===== config.mk =====
export PLATFORM = sky130hd
export DESIGN_NAME = joystick_deadband_moving_average_unit
export DESIGN_NICKNAME = d
export VERILOG_FILES = /design/src/jdma_pkg.sv /design/src/joystick_deadband_moving_average_unit.sv /design/src/jdma_regs.sv /design/src/jdma_deadband.sv /design/src/jdma_avg.sv /design/src/jdma_dir.sv
export VERILOG_INCLUDE_DIRS = /design/src /design/src/src
export SDC_FILE = /design/constraint.sdc
export NUM_CORES = 2
export LEC_CHECK = 0
export BUFFER_PORTS_ARGS = -buffer_cell sky130_fd_sc_hd__buf_2
export CORE_UTILIZATION = 37
export DETAILED_ROUTE_END_ITERATION = 8
export GPL_TIMING_DRIVEN = 0
export SYNTH_ARGS = -nofsm -noshare
export SYNTH_HDL_FRONTEND = slang
export SYNTH_HIERARCHICAL = 1
export SYNTH_SLANG_ARGS = --single-unit

===== constraint.sdc =====
create_clock -name i_clk -period 12.34 [get_ports i_clk]
set_input_delay 1.234 -clock i_clk [delete_from_list [all_inputs] [get_ports i_clk]]
set_output_delay 1.234 -clock i_clk [all_outputs]
set_load 0.02 [all_outputs]

===== src/joystick_deadband_moving_average_unit_defines.svh =====
// Assertion helpers for the joystick filter
`ifndef JOYSTICK_DEADBAND_MOVING_AVERAGE_UNIT_DEFINES_SVH
`define JOYSTICK_DEADBAND_MOVING_AVERAGE_UNIT_DEFINES_SVH

// same-cycle implication
`define JDMA_ASSERT_NOW(label, clk, rst_n, ante, cons) \
    label: assert property (@(posedge clk) disable iff (!rst_n) (ante) |-> (cons)) \
        else $error("jdma assertion failed");

// next-cycle implication
`define JDMA_ASSERT_NEXT(label, clk, rst_n, ante, cons) \
    label: assert property (@(posedge clk) disable iff (!rst_n) (ante) |=> (cons)) \
        else $error("jdma assertion failed");

`endif


===== src/jdma_pkg.sv =====
`default_nettype none

package jdma_pkg;

    localparam int SAMPLE_BITS = 10;
    localparam int REG_BITS    = 10;
    localparam int AVG_DEPTH   = 8;
    localparam int STICKS      = 2;
    localparam int STICK_BITS  = 1;
    localparam int POS_BITS    = $clog2(AVG_DEPTH);
    localparam int SUM_BITS    = SAMPLE_BITS + POS_BITS;
    localparam int DIFF_BITS   = SAMPLE_BITS + 1;
    localparam int SQ_BITS     = 2 * SAMPLE_BITS;
    localparam int DIR_BITS    = 2;

    localparam int IN_TDATA_BITS  = ((2 * SAMPLE_BITS + 7) / 8) * 8;
    localparam int OUT_TDATA_BITS = ((2 * SAMPLE_BITS + 2 * DIR_BITS + 7) / 8) * 8;

    localparam int APB_DATA_BITS = 32;
    localparam int APB_ADDR_BITS = 5;
    localparam int REG_IDX_BITS  = APB_ADDR_BITS - 2;

    localparam logic [REG_IDX_BITS-1:0] REG_CENTRE_X0 = 3'd0;
    localparam logic [REG_IDX_BITS-1:0] REG_CENTRE_Y0 = 3'd1;
    localparam logic [REG_IDX_BITS-1:0] REG_CENTRE_X1 = 3'd2;
    localparam logic [REG_IDX_BITS-1:0] REG_CENTRE_Y1 = 3'd3;
    localparam logic [REG_IDX_BITS-1:0] REG_DEAD_RAD  = 3'd4;
    localparam logic [REG_IDX_BITS-1:0] REG_DIR_MARG  = 3'd5;

    localparam logic [REG_BITS-1:0] CENTRE_RESET = 10'd512;
    localparam logic [REG_BITS-1:0] RADIUS_RESET = 10'd50;
    localparam logic [REG_BITS-1:0] MARGIN_RESET = 10'd25;

    localparam logic [DIR_BITS-1:0] DIR_NONE = 2'd0;
    localparam logic [DIR_BITS-1:0] DIR_LOW  = 2'd1;
    localparam logic [DIR_BITS-1:0] DIR_HIGH = 2'd2;

    typedef struct packed {
        logic [STICKS-1:0][REG_BITS-1:0] centre_x;
        logic [STICKS-1:0][REG_BITS-1:0] centre_y;
        logic [REG_BITS-1:0]             dead_radius;
        logic [REG_BITS-1:0]             margin;
    } t_cfg;

endpackage

`default_nettype wire


===== src/joystick_deadband_moving_average_unit.sv =====
// Radial deadband and 8-sample moving average for two joysticks. Each input word carries one
// raw X/Y pair and the stick number; a pair counts only when its squared distance from that
// stick's centre register is above the squared deadband radius, and then replaces the oldest
// of the stick's last eight pairs. Every word yields one result word: the accepted flag, the
// stick's truncated X/Y averages and left/right and down/up codes, with the direction margin
// inclusive; a rejected pair leaves all state alone and reports no direction. An input word
// is registered, filtered in one pass and stored in the result register, so its result word
// is offered once it has passed through the input register and the result register; one word
// can be taken every cycle while the result side keeps up; a stalled result holds the input
// register, which then stalls the input side. Reset clears the rings and sums at once; no
// clearing pass follows. Registers sit on the APB port at byte offsets 0 to 20.
`default_nettype none
`include "joystick_deadband_moving_average_unit_defines.svh"

module joystick_deadband_moving_average_unit (
    input  logic                                   i_clk,
    input  logic                                   i_rst_n,
    // slave side
    input  logic                                   i_s_tvalid,
    output logic                                   o_s_tready,
    input  logic [jdma_pkg::IN_TDATA_BITS-1:0]     i_s_tdata,  // raw_x, raw_y, zero pad
    input  logic [jdma_pkg::STICK_BITS-1:0]        i_s_tuser,  // stick
    // master side
    output logic                                   o_m_tvalid,
    input  logic                                   i_m_tready,
    output logic [jdma_pkg::OUT_TDATA_BITS-1:0]    o_m_tdata,  // mean_x, mean_y, dir_x, dir_y
    output logic                                   o_m_tuser,  // accepted
    // configuration
    input  logic                                   psel,
    input  logic                                   penable,
    input  logic                                   pwrite,
    input  logic [jdma_pkg::APB_ADDR_BITS-1:0]     paddr,
    input  logic [jdma_pkg::APB_DATA_BITS-1:0]     pwdata,
    output logic [jdma_pkg::APB_DATA_BITS-1:0]     prdata,
    output logic                                   pready
);
    import jdma_pkg::*;

    t_cfg                   w_cfg;

    logic                   r_in_valid;
    logic [STICK_BITS-1:0]  r_stick;
    logic [SAMPLE_BITS-1:0] r_raw_x;
    logic [SAMPLE_BITS-1:0] r_raw_y;

    logic                   r_out_valid;
    logic                   r_accepted;
    logic [SAMPLE_BITS-1:0] r_mean_x;
    logic [SAMPLE_BITS-1:0] r_mean_y;
    logic [DIR_BITS-1:0]    r_dir_x;
    logic [DIR_BITS-1:0]    r_dir_y;

    logic                   w_advance;
    logic                   w_take;
    logic                   w_outside;
    logic [REG_BITS-1:0]    w_centre_x;
    logic [REG_BITS-1:0]    w_centre_y;
    logic [SAMPLE_BITS-1:0] w_mean_x;
    logic [SAMPLE_BITS-1:0] w_mean_y;
    logic [DIR_BITS-1:0]    w_dir_x;
    logic [DIR_BITS-1:0]    w_dir_y;

    jdma_regs u_regs (
        .i_clk   (i_clk),
        .i_rst_n (i_rst_n),
        .psel    (psel),
        .penable (penable),
        .pwrite  (pwrite),
        .paddr   (paddr),
        .pwdata  (pwdata),
        .prdata  (prdata),
        .pready  (pready),
        .o_cfg   (w_cfg)
    );

    assign w_advance  = r_in_valid && (!r_out_valid || i_m_tready);
    assign o_s_tready = !r_in_valid || w_advance;
    assign w_take     = i_s_tvalid && o_s_tready;

    assign w_centre_x = w_cfg.centre_x[r_stick];
    assign w_centre_y = w_cfg.centre_y[r_stick];

    jdma_deadband u_deadband (
        .i_raw_x    (r_raw_x),
        .i_raw_y    (r_raw_y),
        .i_centre_x (w_centre_x),
        .i_centre_y (w_centre_y),
        .i_radius   (w_cfg.dead_radius),
        .o_outside  (w_outside)
    );

    jdma_avg u_avg (
        .i_clk     (i_clk),
        .i_rst_n   (i_rst_n),
        .i_commit  (w_advance),
        .i_outside (w_outside),
        .i_stick   (r_stick),
        .i_raw_x   (r_raw_x),
        .i_raw_y   (r_raw_y),
        .o_mean_x  (w_mean_x),
        .o_mean_y  (w_mean_y)
    );

    jdma_dir u_dir_x (
        .i_valid  (w_outside),
        .i_mean   (w_mean_x),
        .i_centre (w_centre_x),
        .i_margin (w_cfg.margin),
        .o_dir    (w_dir_x)
    );

    jdma_dir u_dir_y (
        .i_valid  (w_outside),
        .i_mean   (w_mean_y),
        .i_centre (w_centre_y),
        .i_margin (w_cfg.margin),
        .o_dir    (w_dir_y)
    );

    always_ff @(posedge i_clk) begin
        if (!i_rst_n) begin
            r_in_valid <= 1'b0;
        end else if (o_s_tready) begin
            r_in_valid <= i_s_tvalid;
        end
    end

    always_ff @(posedge i_clk) begin
        if (w_take) begin
            r_stick <= i_s_tuser;
            r_raw_x <= i_s_tdata[SAMPLE_BITS-1:0];
            r_raw_y <= i_s_tdata[2*SAMPLE_BITS-1:SAMPLE_BITS];
        end
    end

    always_ff @(posedge i_clk) begin
        if (!i_rst_n) begin
            r_out_valid <= 1'b0;
        end else if (w_advance) begin
            r_out_valid <= 1'b1;
        end else if (i_m_tready) begin
            r_out_valid <= 1'b0;
        end
    end

    always_ff @(posedge i_clk) begin
        if (w_advance) begin
            r_accepted <= w_outside;
            r_mean_x   <= w_mean_x;
            r_mean_y   <= w_mean_y;
            r_dir_x    <= w_dir_x;
            r_dir_y    <= w_dir_y;
        end
    end

    assign o_m_tvalid = r_out_valid;
    assign o_m_tuser  = r_accepted;
    assign o_m_tdata  = OUT_TDATA_BITS'({r_dir_y, r_dir_x, r_mean_y, r_mean_x});

    `JDMA_ASSERT_NOW(a_reject_no_dir, i_clk, i_rst_n,
        r_out_valid && !r_accepted, (r_dir_x == DIR_NONE) && (r_dir_y == DIR_NONE))
    `JDMA_ASSERT_NOW(a_dir_code_legal, i_clk, i_rst_n,
        r_out_valid,
        ((r_dir_x == DIR_NONE) || (r_dir_x == DIR_LOW) || (r_dir_x == DIR_HIGH)) &&
        ((r_dir_y == DIR_NONE) || (r_dir_y == DIR_LOW) || (r_dir_y == DIR_HIGH)))
    `JDMA_ASSERT_NOW(a_full_stall_blocks, i_clk, i_rst_n,
        r_in_valid && r_out_valid && !i_m_tready, !o_s_tready)
    `JDMA_ASSERT_NEXT(a_advance_fills_out, i_clk, i_rst_n,
        w_advance, r_out_valid)

endmodule

`default_nettype wire


===== src/jdma_regs.sv =====
`default_nettype none

module jdma_regs (
    input  logic                               i_clk,
    input  logic                               i_rst_n,
    input  logic                               psel,
    input  logic                               penable,
    input  logic                               pwrite,
    input  logic [jdma_pkg::APB_ADDR_BITS-1:0] paddr,
    input  logic [jdma_pkg::APB_DATA_BITS-1:0] pwdata,
    output logic [jdma_pkg::APB_DATA_BITS-1:0] prdata,
    output logic                               pready,
    output jdma_pkg::t_cfg                     o_cfg
);
    import jdma_pkg::*;

    t_cfg                    r_cfg;
    logic [REG_IDX_BITS-1:0] w_idx;
    logic                    w_wr;
    logic [REG_BITS-1:0]     w_rd;

    assign w_idx  = paddr[APB_ADDR_BITS-1:2];
    assign w_wr   = psel && penable && pwrite;
    assign pready = 1'b1;
    assign o_cfg  = r_cfg;

    always_ff @(posedge i_clk) begin
        if (!i_rst_n) begin
            r_cfg.centre_x    <= {STICKS{CENTRE_RESET}};
            r_cfg.centre_y    <= {STICKS{CENTRE_RESET}};
            r_cfg.dead_radius <= RADIUS_RESET;
            r_cfg.margin      <= MARGIN_RESET;
        end else if (w_wr) begin
            unique case (w_idx)
                REG_CENTRE_X0: r_cfg.centre_x[0]  <= pwdata[REG_BITS-1:0];
                REG_CENTRE_Y0: r_cfg.centre_y[0]  <= pwdata[REG_BITS-1:0];
                REG_CENTRE_X1: r_cfg.centre_x[1]  <= pwdata[REG_BITS-1:0];
                REG_CENTRE_Y1: r_cfg.centre_y[1]  <= pwdata[REG_BITS-1:0];
                REG_DEAD_RAD:  r_cfg.dead_radius  <= pwdata[REG_BITS-1:0];
                REG_DIR_MARG:  r_cfg.margin       <= pwdata[REG_BITS-1:0];
                default: ;
            endcase
        end
    end

    always_comb begin
        unique case (w_idx)
            REG_CENTRE_X0: w_rd = r_cfg.centre_x[0];
            REG_CENTRE_Y0: w_rd = r_cfg.centre_y[0];
            REG_CENTRE_X1: w_rd = r_cfg.centre_x[1];
            REG_CENTRE_Y1: w_rd = r_cfg.centre_y[1];
            REG_DEAD_RAD:  w_rd = r_cfg.dead_radius;
            REG_DIR_MARG:  w_rd = r_cfg.margin;
            default:       w_rd = '0;
        endcase
    end

    assign prdata = APB_DATA_BITS'(w_rd);

endmodule

`default_nettype wire


===== src/jdma_deadband.sv =====
`default_nettype none

module jdma_deadband (
    input  logic [jdma_pkg::SAMPLE_BITS-1:0] i_raw_x,
    input  logic [jdma_pkg::SAMPLE_BITS-1:0] i_raw_y,
    input  logic [jdma_pkg::REG_BITS-1:0]    i_centre_x,
    input  logic [jdma_pkg::REG_BITS-1:0]    i_centre_y,
    input  logic [jdma_pkg::REG_BITS-1:0]    i_radius,
    output logic                             o_outside
);
    import jdma_pkg::*;

    logic signed [DIFF_BITS-1:0]   w_dx;
    logic signed [DIFF_BITS-1:0]   w_dy;
    logic signed [2*DIFF_BITS-1:0] w_sq_x;
    logic signed [2*DIFF_BITS-1:0] w_sq_y;
    logic        [SQ_BITS:0]       w_dist;
    logic        [SQ_BITS-1:0]     w_rad_sq;

    assign w_dx = $signed({1'b0, i_raw_x}) - $signed({1'b0, i_centre_x});
    assign w_dy = $signed({1'b0, i_raw_y}) - $signed({1'b0, i_centre_y});

    assign w_sq_x = w_dx * w_dx;
    assign w_sq_y = w_dy * w_dy;

    assign w_dist   = {1'b0, w_sq_x[SQ_BITS-1:0]} + {1'b0, w_sq_y[SQ_BITS-1:0]};
    assign w_rad_sq = SQ_BITS'(i_radius) * SQ_BITS'(i_radius);

    assign o_outside = w_dist > {1'b0, w_rad_sq};

endmodule

`default_nettype wire


===== src/jdma_avg.sv =====
`default_nettype none

module jdma_avg (
    input  logic                             i_clk,
    input  logic                             i_rst_n,
    input  logic                             i_commit,
    input  logic                             i_outside,
    input  logic [jdma_pkg::STICK_BITS-1:0]  i_stick,
    input  logic [jdma_pkg::SAMPLE_BITS-1:0] i_raw_x,
    input  logic [jdma_pkg::SAMPLE_BITS-1:0] i_raw_y,
    output logic [jdma_pkg::SAMPLE_BITS-1:0] o_mean_x,
    output logic [jdma_pkg::SAMPLE_BITS-1:0] o_mean_y
);
    import jdma_pkg::*;

    logic [SAMPLE_BITS-1:0] r_ring_x [STICKS][AVG_DEPTH];
    logic [SAMPLE_BITS-1:0] r_ring_y [STICKS][AVG_DEPTH];
    logic [SUM_BITS-1:0]    r_sum_x  [STICKS];
    logic [SUM_BITS-1:0]    r_sum_y  [STICKS];
    logic [POS_BITS-1:0]    r_pos    [STICKS];

    logic [POS_BITS-1:0]    w_pos;
    logic [POS_BITS-1:0]    n_pos;
    logic [SUM_BITS-1:0]    n_sum_x;
    logic [SUM_BITS-1:0]    n_sum_y;
    logic [SUM_BITS-1:0]    w_sum_x;
    logic [SUM_BITS-1:0]    w_sum_y;
    logic                   w_update;

    assign w_pos    = r_pos[i_stick];
    assign n_pos    = (w_pos == POS_BITS'(AVG_DEPTH - 1)) ? '0 : w_pos + 1'b1;
    assign n_sum_x  = r_sum_x[i_stick] - SUM_BITS'(r_ring_x[i_stick][w_pos])
                      + SUM_BITS'(i_raw_x);
    assign n_sum_y  = r_sum_y[i_stick] - SUM_BITS'(r_ring_y[i_stick][w_pos])
                      + SUM_BITS'(i_raw_y);
    assign w_sum_x  = i_outside ? n_sum_x : r_sum_x[i_stick];
    assign w_sum_y  = i_outside ? n_sum_y : r_sum_y[i_stick];
    assign o_mean_x = w_sum_x[SUM_BITS-1:POS_BITS];
    assign o_mean_y = w_sum_y[SUM_BITS-1:POS_BITS];
    assign w_update = i_commit && i_outside;

    always_ff @(posedge i_clk) begin
        if (!i_rst_n) begin
            for (int s = 0; s < STICKS; s++) begin
                r_sum_x[s] <= '0;
                r_sum_y[s] <= '0;
                r_pos[s]   <= '0;
                for (int k = 0; k < AVG_DEPTH; k++) begin
                    r_ring_x[s][k] <= '0;
                    r_ring_y[s][k] <= '0;
                end
            end
        end else if (w_update) begin
            r_sum_x[i_stick]         <= n_sum_x;
            r_sum_y[i_stick]         <= n_sum_y;
            r_pos[i_stick]           <= n_pos;
            r_ring_x[i_stick][w_pos] <= i_raw_x;
            r_ring_y[i_stick][w_pos] <= i_raw_y;
        end
    end

endmodule

`default_nettype wire


===== src/jdma_dir.sv =====
`default_nettype none

module jdma_dir (
    input  logic                             i_valid,
    input  logic [jdma_pkg::SAMPLE_BITS-1:0] i_mean,
    input  logic [jdma_pkg::REG_BITS-1:0]    i_centre,
    input  logic [jdma_pkg::REG_BITS-1:0]    i_margin,
    output logic [jdma_pkg::DIR_BITS-1:0]    o_dir
);
    import jdma_pkg::*;

    logic [REG_BITS:0] w_mean;
    logic [REG_BITS:0] w_lo_lhs;
    logic [REG_BITS:0] w_hi_rhs;

    assign w_mean   = (REG_BITS + 1)'(i_mean);
    assign w_lo_lhs = w_mean + {1'b0, i_margin};
    assign w_hi_rhs = {1'b0, i_centre} + {1'b0, i_margin};

    always_comb begin
        priority if (!i_valid) begin
            o_dir = DIR_NONE;
        end else if (w_lo_lhs < {1'b0, i_centre}) begin
            o_dir = DIR_LOW;
        end else if (w_mean > w_hi_rhs) begin
            o_dir = DIR_HIGH;
        end else begin
            o_dir = DIR_NONE;
        end
    end

endmodule

`default_nettype wire


==> flow_metrics.tcl <==
set metrics [dict create \
    status "finished, violations left" \
    violations "max-capacitance violations, max-slew violations, negative setup slack" \
    placed_cell_area_sq_um 40800 \
    drv_slew 15 \
    yosys-top-cells-area "edfxtp_1 33%, fa_1 14%, ha_1 9.5%" \
    synth_fa_ha_area_share_pct 23.1 \
    gp_congestion 0.955 \
    cp_slowest_stage_delay_ns 0.61 \
    num_vias 28909 \
    crit_top_cell "buf_4" \
    ys_types 101 \
    place_hpwl_mm 88.2 \
    hold_viol 0 \
    synth_mux_area_share_pct 7.40 \
    cts_hold_buf 0 \
    synth-seq-cells 486 \
    seqCellArea_sq_um 14000 \
    row_count 117 \
    synth_top_family_by_area "adder cells" \
    grt_start_max_net_pins 30 \
    relSlewSlack_pct -20.0 \
    maxCapViolations 1 \
    synth_xor_area_share_pct 3.69 \
    wire_per_inst_um 23.5 \
    synthCells 3533 \
    ctsRootBufferMaster "clkbuf_16" \
    setup.worst_path.end_class "register" \
    cts.sinks 486 \
    drc_errors 0 \
    syn-mean-instance-area_sq_um 10.8 \
    die_h_um 324 \
    clk_path_buf_depth 3 \
    finalInstanceArea_sq_um 45400 \
    synth-compound-area-share_pct 9.93 \
    clk_pin_slew_ns 0.06 \
    die_width_um 324 \
    cp_max_fo 8 \
    worst_pin_slew_ns 1.80 \
    start_util_pct 37.5 \
    post-synth-top-area-fraction_pct 33.2 \
    grtUsageTotal_pct 23.3 \
    fillers 9656 \
    synth_simple_gate_area_share_pct 12.7 \
    multi_input_area_sq_um 23500 \
    grt_overflow 0 \
    ios 129 \
    syn_to_final_growth_pct 18.4 \
    yosys_warnings 6 \
    skew_ns 0.0792 \
    synth_enable_flop_cells 424 \
    drtIter0Drc 2789 \
    cts_tree "done" \
    fin_crit_sh_pct 106 \
    rsz0062_at_grt "true" \
    syn-cell-area_sq_um 38300 \
    finalWorstSetupSlack_ns -0.778 \
    critPathRequiredTime_ns 12.74 \
    clk_latency_ns 0.69 \
    dpl_worst_slack_ns -3.33 \
    setup_viol 4 \
    viasPerCell 5.50 \
    h-tree-depth 2 \
    drt-total-wl_mm 123 \
    period_needed_ns 13.12 \
    drive_gt1_share_pct 19.4 \
    portBuffers 77 \
    dieArea_sq_um 105000 \
    grt_pass1_vias 28865 \
    async_reset_ff_share_pct 0 \
    hold_class "reg2reg" \
    ys_seq_area_share_pct 36.5 \
    cp.arrival_ns 13.52 \
    cts_buffers 56 \
    core_sq_um 102000 \
    timing.fmax_ghz 0.0762 \
    first_pass_iters 7 \
    critical_path.slowest_cell "or4_4" \
    final_nets 4465 \
    yosys.area.top_type "edfxtp_1" \
    cp-start-kind "register" \
    final_antenna_net_count 0 \
    grt_pass1_wl_mm 182 \
    crit_type "reg2reg" \
    antenna_found_initial 2 \
    synth_ff_type "edfxtp_1" \
]
==> path summary, 6_finish.rpt <==
check | from | end | slack [ns] | cells past startpoint
setup / recovery | r_stick | r_dir_x[1] | -0.78 | 63
hold / removal | u_regs/o_cfg[58] | u_regs/o_cfg[58] | 0.48 | 2
setup reg to reg | r_stick | r_dir_x[1] | -0.78 | 63
hold reg to reg | u_regs/o_cfg[58] | u_regs/o_cfg[58] | 0.48 | 2
==> repair_timing <==
action / CTS / global route
endpoints found under the setup margin: 776 / 408
setup buffers: 73 / 62
gates resized for setup: 218 / 134
pin swaps: 76 / 95
gates cloned: 2 / 7
==> state kept, by name, summed over array words and instances (netlist names) <==
name / cells
r_dir_x: 2
u_avg/r_ring_y: 160
r_raw_y: 10
o_m_tvalid: 1
r_mean_x: 10
r_dir_y: 2
r_in_valid: 1
r_stick: 1
u_regs/o_cfg: 60
r_mean_y: 10
u_avg/r_ring_x: 160
u_avg/r_pos: 6
u_avg/r_sum_x: 26
r_raw_x: 10
u_avg/r_sum_y: 26
o_m_tuser: 1
==> cell usage after synthesis (44+ instances only) <==
| library cell | number |
|---|---|
| a211oi_1 | 54 |
| a21o_1 | 57 |
| a21oi_1 | 146 |
| and2_1 | 136 |
| buf_2 | 44 |
| clkbuf_1 | 63 |
| dfxtp_1 | 62 |
| edfxtp_1 | 424 |
| fa_1 | 259 |
| ha_1 | 292 |
| inv_1 | 438 |
| mux2i_1 | 188 |
| nand2_1 | 210 |
| nand2b_1 | 49 |
| nor2_1 | 190 |
| nor2b_1 | 60 |
| nor4_1 | 119 |
| o21ai_0 | 51 |
| xnor2_1 | 91 |
| xor2_1 | 61 |
==> metrics by stage <==
stage / setup TNS (ns) / util [%] / hold WS (ns) / std cells
floorplan: 0 / - / 0.444 / 3554
finish: -2.63 / 44.4 / 0.477 / 5255
detailed placement: -749.41 / 39.9 / 0.465 / 5012
global route: -4.13 / 44.4 / 0.485 / 5254
CTS: -2.27 / 43.3 / 0.473 / 5185
global placement: -1147.93 / 39.7 / 0.455 / 4999
==> layout by cell type (no fill, tap or decap), types with 25 or more instances in the layout <==
master     count
a211oi_1      50
o21ai_0       39
mux2i_1      178
edfxtp_1     424
clkbuf_1      62
buf_2        118
nor4_1       119
buf_4        167
a21o_1        56
a21oi_1      118
fa_1         250
nand2_1      199
dfxtp_1       62
clkbuf_16     59
mux2_2        26
clkinv_1      28
xor2_1        54
o21a_1        25
inv_1        420
ha_1         257
nand2b_1      37
nor2b_1       57
and2_1       134
nor2_1       165
xnor2_1       79
==> routing by layer <==
| metal | up-vias | global-route usage, % | share of wire [%] |
|---|---|---|---|
| met3 | 337 | 4.04 | 8.0 |
| li1 | 13028 | - | - |
| met5 | - | 0 | 0 |
| met1 | 14300 | 30.6 | 41 |
| met4 | 0 | 11.3 | 5.2 |
| met2 | 1244 | 37.4 | 46 |
==> cell families after synthesis <==
group           Yosys count
buf+inv                 621
mux                     250
fa+ha+maj               551
simple gates            922
compound gates          545
other cells               2
flops                   486
xor+xnor                156
==> worst max-delay path: cells and delay by family (launching register included) <==
family | cells | cell delay, ns
adders and majority gates | 11 | 3.85
AOI/OAI and AO/OA | 15 | 2.80
buffers and inverters | 21 | 2.45
and+or+nand+nor | 11 | 2.22
muxes | 3 | 0.80
DFF | 1 | 0.39
xor gates and xnor gates | 2 | 0.33
==> cell type report <==
class                   instances  area share (%)
clock buffers                  68            3.19
flip-flops and latches        486            30.8
inverters                     458            3.85
clock inverters                31           0.728
plain buffers                 162            2.17
well taps                    1368            3.77
multi-input cells            2455            51.7
diodes                          1         0.00552
repair buffers                226            3.74
Power is not shown: default switching activity piles up to over one toggle a cycle in this logic, so the estimate is an artifact.
